===== src/sv/ipv4p_pkg.sv =====
// Package for the IPv4 dotted text parser: parse phase and radix codes,
// part-width limits. No dependencies.
package ipv4p_pkg;

    // Parse phase of the current part
    typedef enum logic [2:0] {
        PH_START  = 3'd0,   // expect the first digit of a part
        PH_ZERO   = 3'd1,   // just after a leading zero
        PH_DIGITS = 3'd2,   // inside the digits of a part
        PH_TAIL   = 3'd3    // whitespace seen, rest of the text ignored
    } phase_t;

    // Radix of the current part
    typedef enum logic [1:0] {
        RX_DEC = 2'd0,
        RX_OCT = 2'd1,
        RX_HEX = 2'd2
    } radix_t;

    localparam int unsigned PART_DEPTH = 3;
    localparam logic [31:0] LIMIT_24 = 32'h00ff_ffff;
    localparam logic [31:0] LIMIT_16 = 32'h0000_ffff;
    localparam logic [31:0] LIMIT_8  = 32'h0000_00ff;

    localparam logic [7:0] CH_END = 8'h00;
    localparam logic [7:0] CH_DOT = 8'h2e;

endpackage


===== src/sv/ipv4_dotted_text_parser_core.sv =====
// IPv4 dotted text parser core: input byte stage, parse state, result register.
// Depends on ipv4p_pkg.
//
// Takes address text one byte per transfer on ch, ended by a zero byte, and
// delivers one result per string at the zero byte: valid_res and the 32-bit
// address (first part in bits 31..24, zero when invalid). One to four dotted
// parts are accepted, each decimal, octal (leading 0) or hex (0x/0X); the last
// part fills the remaining bits. Whitespace after a part ends the parse with
// success and later bytes are ignored; octal digits 8 or 9, earlier parts
// above 255, a fifth part, a part above 32 bits or a last part too wide reject.
// Throughput is one byte per cycle unless the input stalls: each byte is held
// in the input stage, then a single shift-add of the accumulator updates the
// parse state. A result is loaded into the result register at the edge on which
// its zero byte leaves the input stage, and can be taken from the next edge on.
// Input stalls only when a zero byte is held while the previous result still
// waits to be taken.
module ipv4_dotted_text_parser_core (
    input  logic        clk,
    input  logic        rst_n,
    input  logic        in_valid,
    output logic        in_ready,
    input  logic [7:0]  ch,
    output logic        out_valid,
    input  logic        out_ready,
    output logic        valid_res,
    output logic [31:0] address
);

    // Input stage
    logic [7:0] ch_reg;
    logic       ch_vld_reg;

    // Parse state
    ipv4p_pkg::phase_t phase_reg, phase_next;
    ipv4p_pkg::radix_t radix_reg, radix_next;
    logic [31:0] accum_reg, accum_next;
    logic        overflowed_reg, overflowed_next;
    logic [7:0]  part_store_reg [ipv4p_pkg::PART_DEPTH];
    logic [7:0]  part_store_next [ipv4p_pkg::PART_DEPTH];
    logic [1:0]  part_count_reg, part_count_next;
    logic        rejected_reg, rejected_next;

    // Result register
    logic        out_vld_reg;
    logic        valid_res_reg, valid_res_next;
    logic [31:0] address_reg, address_next;

    // Decode
    logic        ch_is_end;
    logic        advance;
    logic        active;
    logic        is_dec;
    logic        is_lc_hex;
    logic        is_uc_hex;
    logic        is_x;
    logic        is_space;
    logic        is_dot;
    ipv4p_pkg::radix_t eff_radix;
    logic        oct_bad;
    logic        is_digit;
    logic [3:0]  dval;
    logic [35:0] product;
    logic [35:0] sum;
    logic        sum_ovf;
    logic        dot_bad;
    logic        finish_ok;
    logic [31:0] finish_addr;

    // Handshake: the stage moves on unless a zero byte meets a waiting result
    assign ch_is_end = (ch_reg == ipv4p_pkg::CH_END);
    assign advance   = ch_vld_reg && (!ch_is_end || !out_vld_reg || out_ready);
    assign in_ready  = !ch_vld_reg || advance;
    assign active    = advance && !ch_is_end && !rejected_reg
                       && (phase_reg != ipv4p_pkg::PH_TAIL);

    // Classify the held byte
    always_comb
    begin
        is_dec    = (ch_reg >= 8'h30) && (ch_reg <= 8'h39);
        is_lc_hex = (ch_reg >= 8'h61) && (ch_reg <= 8'h66);
        is_uc_hex = (ch_reg >= 8'h41) && (ch_reg <= 8'h46);
        is_x      = (ch_reg == 8'h78) || (ch_reg == 8'h58);
        is_space  = (ch_reg == 8'h20) || ((ch_reg >= 8'h09) && (ch_reg <= 8'h0d));
        is_dot    = (ch_reg == ipv4p_pkg::CH_DOT);
        eff_radix = (phase_reg == ipv4p_pkg::PH_ZERO) ? ipv4p_pkg::RX_OCT : radix_reg;
        oct_bad   = is_dec && (eff_radix == ipv4p_pkg::RX_OCT) && (ch_reg >= 8'h38);
        is_digit  = (is_dec && !oct_bad)
                    || ((eff_radix == ipv4p_pkg::RX_HEX) && (is_lc_hex || is_uc_hex));
        if (is_dec)
            dval = 4'(ch_reg - 8'h30);
        else if (is_lc_hex)
            dval = 4'(ch_reg - 8'h57);
        else
            dval = 4'(ch_reg - 8'h37);
    end

    // Shift-add of the accumulator in the current radix
    always_comb
    begin
        case (eff_radix)
            ipv4p_pkg::RX_OCT: product = {1'b0, accum_reg, 3'b000};
            ipv4p_pkg::RX_HEX: product = {accum_reg, 4'b0000};
            default:           product = {1'b0, accum_reg, 3'b000}
                                         + {3'b000, accum_reg, 1'b0};
        endcase
        sum     = product + {32'd0, dval};
        sum_ovf = (sum[35:32] != 4'd0);
        dot_bad = (part_count_reg == 2'd3) || (accum_reg > ipv4p_pkg::LIMIT_8);
    end

    // Result for the end of the string
    always_comb
    begin
        finish_ok   = !rejected_reg && !overflowed_reg
                      && (phase_reg != ipv4p_pkg::PH_START);
        finish_addr = accum_reg;
        case (part_count_reg)
            2'd1:
            begin
                finish_ok   = finish_ok && (accum_reg <= ipv4p_pkg::LIMIT_24);
                finish_addr = accum_reg | {part_store_reg[0], 24'd0};
            end
            2'd2:
            begin
                finish_ok   = finish_ok && (accum_reg <= ipv4p_pkg::LIMIT_16);
                finish_addr = accum_reg | {part_store_reg[0], part_store_reg[1], 16'd0};
            end
            2'd3:
            begin
                finish_ok   = finish_ok && (accum_reg <= ipv4p_pkg::LIMIT_8);
                finish_addr = accum_reg
                              | {part_store_reg[0], part_store_reg[1], part_store_reg[2], 8'd0};
            end
            default:
            begin
                finish_ok   = finish_ok;
                finish_addr = accum_reg;
            end
        endcase
        valid_res_next = finish_ok;
        address_next   = finish_ok ? finish_addr : 32'd0;
    end

    // Next parse phase
    always_comb
    begin
        phase_next = phase_reg;
        if (advance && ch_is_end)
            phase_next = ipv4p_pkg::PH_START;
        else if (active)
        begin
            case (phase_reg)
                ipv4p_pkg::PH_START:
                begin
                    if (is_dec)
                        phase_next = (ch_reg == 8'h30) ? ipv4p_pkg::PH_ZERO
                                                       : ipv4p_pkg::PH_DIGITS;
                end
                ipv4p_pkg::PH_ZERO, ipv4p_pkg::PH_DIGITS:
                begin
                    if (phase_reg == ipv4p_pkg::PH_ZERO && is_x)
                        phase_next = ipv4p_pkg::PH_DIGITS;
                    else if (!oct_bad && !is_digit && is_dot && !dot_bad)
                        phase_next = ipv4p_pkg::PH_START;
                    else if (!oct_bad && !is_digit && !is_dot && is_space)
                        phase_next = ipv4p_pkg::PH_TAIL;
                    else
                        phase_next = ipv4p_pkg::PH_DIGITS;
                end
                default: phase_next = phase_reg;
            endcase
        end
    end

    // Next datapath state
    always_comb
    begin
        radix_next      = radix_reg;
        accum_next      = accum_reg;
        overflowed_next = overflowed_reg;
        part_store_next = part_store_reg;
        part_count_next = part_count_reg;
        rejected_next   = rejected_reg;
        if (advance && ch_is_end)
        begin
            radix_next      = ipv4p_pkg::RX_DEC;
            accum_next      = 32'd0;
            overflowed_next = 1'b0;
            for (int i = 0; i < ipv4p_pkg::PART_DEPTH; i++)
                part_store_next[i] = 8'd0;
            part_count_next = 2'd0;
            rejected_next   = 1'b0;
        end
        else if (active)
        begin
            case (phase_reg)
                ipv4p_pkg::PH_START:
                begin
                    if (!is_dec)
                        rejected_next = 1'b1;
                    else
                    begin
                        radix_next = (ch_reg == 8'h30) ? radix_reg : ipv4p_pkg::RX_DEC;
                        accum_next = {28'd0, dval};
                    end
                end
                ipv4p_pkg::PH_ZERO, ipv4p_pkg::PH_DIGITS:
                begin
                    if (phase_reg == ipv4p_pkg::PH_ZERO && is_x)
                        radix_next = ipv4p_pkg::RX_HEX;
                    else
                    begin
                        radix_next = eff_radix;
                        if (oct_bad)
                            rejected_next = 1'b1;
                        else if (is_digit)
                        begin
                            if (sum_ovf)
                            begin
                                overflowed_next = 1'b1;
                                rejected_next   = 1'b1;
                            end
                            else
                                accum_next = sum[31:0];
                        end
                        else if (is_dot)
                        begin
                            if (dot_bad)
                                rejected_next = 1'b1;
                            else
                            begin
                                part_store_next[part_count_reg] = accum_reg[7:0];
                                part_count_next = part_count_reg + 2'd1;
                                accum_next      = 32'd0;
                                radix_next      = ipv4p_pkg::RX_DEC;
                            end
                        end
                        else if (!is_space)
                            rejected_next = 1'b1;
                    end
                end
                default: rejected_next = rejected_reg;
            endcase
        end
    end

    // Input stage: hold a byte until it advances
    always_ff @(posedge clk or negedge rst_n)
    begin
        if (!rst_n)
            ch_vld_reg <= 1'b0;
        else if (in_ready)
            ch_vld_reg <= in_valid;
    end

    always_ff @(posedge clk)
    begin
        if (in_ready && in_valid)
            ch_reg <= ch;
    end

    // Parse state registers
    always_ff @(posedge clk or negedge rst_n)
    begin
        if (!rst_n)
        begin
            phase_reg      <= ipv4p_pkg::PH_START;
            radix_reg      <= ipv4p_pkg::RX_DEC;
            accum_reg      <= 32'd0;
            overflowed_reg <= 1'b0;
            for (int i = 0; i < ipv4p_pkg::PART_DEPTH; i++)
                part_store_reg[i] <= 8'd0;
            part_count_reg <= 2'd0;
            rejected_reg   <= 1'b0;
        end
        else
        begin
            phase_reg      <= phase_next;
            radix_reg      <= radix_next;
            accum_reg      <= accum_next;
            overflowed_reg <= overflowed_next;
            part_store_reg <= part_store_next;
            part_count_reg <= part_count_next;
            rejected_reg   <= rejected_next;
        end
    end

    // Result register: load at the end byte, drop on transfer
    always_ff @(posedge clk or negedge rst_n)
    begin
        if (!rst_n)
            out_vld_reg <= 1'b0;
        else if (advance && ch_is_end)
            out_vld_reg <= 1'b1;
        else if (out_ready)
            out_vld_reg <= 1'b0;
    end

    always_ff @(posedge clk)
    begin
        if (advance && ch_is_end)
        begin
            valid_res_reg <= valid_res_next;
            address_reg   <= address_next;
        end
    end

    assign out_valid = out_vld_reg;
    assign valid_res = valid_res_reg;
    assign address   = address_reg;

`ifndef SYNTHESIS
    // An invalid result carries a zero address
    assert property (@(posedge clk) disable iff (!rst_n)
        out_valid && !valid_res |-> address == 32'd0)
        else $error("invalid result with nonzero address");

    // The end byte leaves the parse state cleared
    assert property (@(posedge clk) disable iff (!rst_n)
        advance && ch_is_end |=> phase_reg == ipv4p_pkg::PH_START
            && part_count_reg == 2'd0 && !rejected_reg && accum_reg == 32'd0)
        else $error("parse state not cleared after end byte");

    // Overflow always marks the string as rejected
    assert property (@(posedge clk) disable iff (!rst_n)
        overflowed_reg |-> rejected_reg)
        else $error("overflow without reject");

    // The input stage stalls only for an end byte behind a waiting result
    assert property (@(posedge clk) disable iff (!rst_n)
        ch_vld_reg && !advance |-> ch_is_end && out_vld_reg && !out_ready)
        else $error("input stage stalled without cause");

    // Whitespace tail is reached only on a string not rejected
    assert property (@(posedge clk) disable iff (!rst_n)
        phase_reg == ipv4p_pkg::PH_TAIL |-> !rejected_reg)
        else $error("rejected string in whitespace tail");
`endif

endmodule

===== config.mk =====
export PLATFORM = sky130hd
export DESIGN_NAME = ipv4_dotted_text_parser_core
export DESIGN_NICKNAME = d
export VERILOG_FILES = /design/src/sv/ipv4p_pkg.sv /design/src/sv/ipv4_dotted_text_parser_core.sv
export SDC_FILE = /design/constraint.sdc
export NUM_CORES = 1
export LEC_CHECK = 0
export BUFFER_PORTS_ARGS = -buffer_cell sky130_fd_sc_hd__buf_2
export CAP_MARGIN = 10
export CORE_ASPECT_RATIO = 1.4
export CORE_MARGIN = 5
export CORE_UTILIZATION = 65
export CTS_BUF_LIST = sky130_fd_sc_hd__clkbuf_2 sky130_fd_sc_hd__clkbuf_4 sky130_fd_sc_hd__clkbuf_8
export CTS_CLUSTER_SIZE = 28
export DETAILED_ROUTE_END_ITERATION = 16
export PLACE_DENSITY_LB_ADDON = 0.1
export SLEW_MARGIN = 5
export SYNTH_ARGS = -nofsm -noshare
export SYNTH_HDL_FRONTEND = slang
export SYNTH_SLANG_ARGS = --single-unit

===== constraint.sdc =====
create_clock -name clk -period 16.2 [get_ports clk]
set_clock_uncertainty 0.15 [all_clocks]
set_input_delay 1.62 -clock clk [delete_from_list [all_inputs] [get_ports clk]]
set_output_delay 1.62 -clock clk [all_outputs]
set_load 0.05 [all_outputs]

==> impl_results.md <==
* Post-cts sizing count at 0
* Clk_lat worst skew at 0.39 ns
* Pre-CTS setup slack at 10.07 ns
* Global-route wire length before repair at 39100 um
* Synth Cell Area at around 0.0084 mm2
* Diodes inserted at 0
* Initial antenna violation count at 0
* I/O pins at 47
* Final Cycle Share at a little under two fifths
* Fin nets at 994
* Startpoint class of the critical path: flop
* MaxCap Viol Count at 0
* Total Wirelength at roughly 24000 um
* Vias/cell at ~7.0
* Drt pass-1 iters at 5
* Share of the core filled with cells at a little over two thirds
* Root Buffer Master: clkbuf_8
* DRC errors left at 0
* Die area at between 0.015 and 0.02 mm2
* Leak pwr at around 3.8 nW
* Synth-to-Final Area Change at 5.67%
* Switch Pwr at ~1.1 mW
* Yosys top cell area share at slightly below 20%
* Die Y at around 140 um
* Mean Syn Cell Area at approximately 9 um2
* Core Region at 0.0128 mm2
* TritonCTS clock tree: built
* Flops & latches, synth at ~110
* Largest net degree at the start of global routing at a little over 70
* Syn Inst Count at just over 900
* Final setup margin at 10.04 ns
* CTS H-tree lvls at 3
* Switching share of total power at 54.1%
* Clk slew on worst S/H paths at roughly 0.09 ns
* Fin Setup TNS at 0 ns
* Worst path cell trace: ha_1 > or2_2 > ha_2 > buf_4 > inv_1 > a31o_2 > nor4_1 > o21ai_1 > nor3_1 > nand3_1 > nor4_2 > nor3b_1 > o211ai_2 > a41o_2 > mux2_2
* Cell Count, Final, Fillers Out at 1092
* Critical path peak fanout at 70
* Main flop type after synthesis: dfrtp_1
* Sequential power share at about a quarter
* Setup-failing EPs final at 0
* Comb pwr share at about two thirds
* Max Buffers Root-to-Sink at 2
* Final Max Slew Viols at 0
* Synth warn at 0
* RSZ-0062 raised after global routing: false
* # Post-CTS Setup Buffers at 0
* Synth async-reset ratio at about three fifths
* Final non-filler cell area at approximately 0.0089 mm2
* Most frequent cells in the layout: 98 x nor2_1, 78 x a21oi_1, 67 x nand2_1
* Post-Syn Nets at ~980
* Total power at about 2 mW
* Initial DRC count at 570
* Hold Slack at roughly 0.36 ns
* Arr. time, crit path at between 6 and 7 ns
* Grt total ovfl at 0
* Post-synth EDFFs at 41
* CP endpoint kind: flop
* Area leader, netlist: dfrtp_1
* Final Hold Fails at 0
* Peak VDD IR at 0.125 mV
* HP Class: flop to flop
* Max Freq at about 160 MHz
* Most common cell after layout, fill and taps aside: nor2_1
* Port bufs at 46
* Slew HR at a little over a quarter
* Slowest stage delay, CP at between 0.7 and 0.8 ns
* Rows at 49
* Post-DP HPWL at ~18000 um
* Crit path kind: flop to flop
* Post-DR wirelength/cell at 22.1 um
* Tmin final at ~6 ns
* Netlist cell types at 89
* CTS Hold Bufs at 0
* Required @ worst endpoint at approximately 16 ns
* Slew @ Worst Pin at 1.10 ns
* Clock sink count at ~110
* Tot GR Track Use at 31.7%
* PwrDens at 229 mW/mm2
* Inserted Clock Buffers at 9
* Initial cell density of the core at between 60% and 70%
* Outcome: complete, no violations
* Area contributors post-synth: dfrtp_1 20%, edfxtp_1 15%, ha_1 6.8%, a21oi_1 4.6%, nor2_1 4.4%
* Clock network fraction of design power at 8.5%
* Int Power at ~0.94 mW
* Remaining antenna violation count at 0
* Vias in the first global route at between 7000 and 8000
* Die Wd at ~110 um
* Final-layout fill cell count at ~1000
* CP max-delay cell: a41o_2
* Fraction of layout cells with a size suffix above 1 at 13.8%
* Post-place instance area at between 0.008 and 0.009 mm2
* Seq/Total Area, Yosys at approximately a third
* Placed Instances at ~1100
* Total number of vias at 7629
* Final GP Congestion at ~1.0
critical path: cells and delay by family, from the launching register on:
family,cells,cell delay (ns)
AO/OA/AOI/OAI,4,1.59
adder cells (fa/ha/maj),2,0.54
multiplexers,1,0.41
buffers and inverters,2,1.14
flip-flops,1,0.42
AND/OR/NAND/NOR,6,1.77
power groups by stage:
| stage | registers, mW | logic (mW) | clock network, mW |
|---|---|---|---|
| after global placement | 0.480 | 1.32 | 0 |
| after global routing | 0.486 | 1.51 | 0.189 |
| after detailed placement | 0.480 | 1.35 | 0 |
| after floorplan | 0.401 | 1.08 | 0 |
| final | 0.482 | 1.39 | 0.175 |
| after CTS | 0.474 | 1.36 | 0.176 |
cells in the mapped netlist (6+ instances only):
cell / count
nor4_1: 17
a211oi_1: 11
a21o_1: 18
xnor2_1: 22
and3_1: 10
o21ai_0: 36
o2bb2ai_1: 9
edfxtp_1: 41
or3_1: 12
nand2_1: 67
a21oi_1: 78
a221oi_1: 12
buf_6: 6
nor3_1: 16
nand4_1: 14
clkbuf_1: 16
o211ai_1: 7
dfrtp_1: 66
nand3_1: 23
inv_1: 24
nand2b_1: 10
nor2_1: 99
xor2_1: 20
o2bb2ai_2: 20
o21a_1: 9
buf_1: 7
mux2_2: 7
and2_1: 18
mux2i_1: 28
ha_1: 46
buf_2: 16
a221o_1: 15
nor2b_1: 7
area by class of cell:
cell class / count / area, um2 / area share [%]
Tap cell: 153 / 191 / 2.15
Clock buffer: 9 / 124 / 1.39
Clock inverter: 7 / 92.6 / 1.04
Multi-Input combinational cell: 739 / 5240 / 58.8
Timing Repair Buffer: 52 / 295 / 3.31
Inverter: 25 / 93.8 / 1.05
Sequential cell: 107 / 2880 / 32.3
routing by layer:
metal / vias up / track usage [%] / routed length, um
li1: 3522 / - / -
met1: 3671 / 38.7 / 9410
met2: 370 / 55.9 / 12200
met3: 66 / 4.39 / 1610
met4: 0 / 14.3 / 876
met5: - / 0 / 0
worst paths after layout:
kind                                     startpoint                        endpoint  slack (ns)  depth (start not counted)
max                        phase_reg[0]$_DFFE_PN0P_        accum_reg[1]$_DFFE_PN0P_       10.04                         15
max reg2reg                phase_reg[0]$_DFFE_PN0P_        accum_reg[1]$_DFFE_PN0P_       10.04                         15
max in group asynchronous                     rst_n          ch_vld_reg$_DFFE_PN0N_       14.08                          2
min in group asynchronous                     rst_n  part_store_reg[14]$_DFFE_PN0P_        1.24                          2
min reg2reg                radix_reg[1]$_DFFE_PN0P_        radix_reg[1]$_DFFE_PN0P_        0.36                          2
min                        radix_reg[1]$_DFFE_PN0P_        radix_reg[1]$_DFFE_PN0P_        0.36                          2
kinds of logic after synthesis:
group | count (synthesis) | share of synthesized area, %
compound gates | 297 | 27.1
xor+xnor | 42 | 4.36
fa+ha+maj | 48 | 7.29
buf+inv | 71 | 3.97
flops | 107 | 34.1
mux | 35 | 4.25
simple gates | 317 | 18.9
No activity file was read; power rests on OpenSTA's default activity.
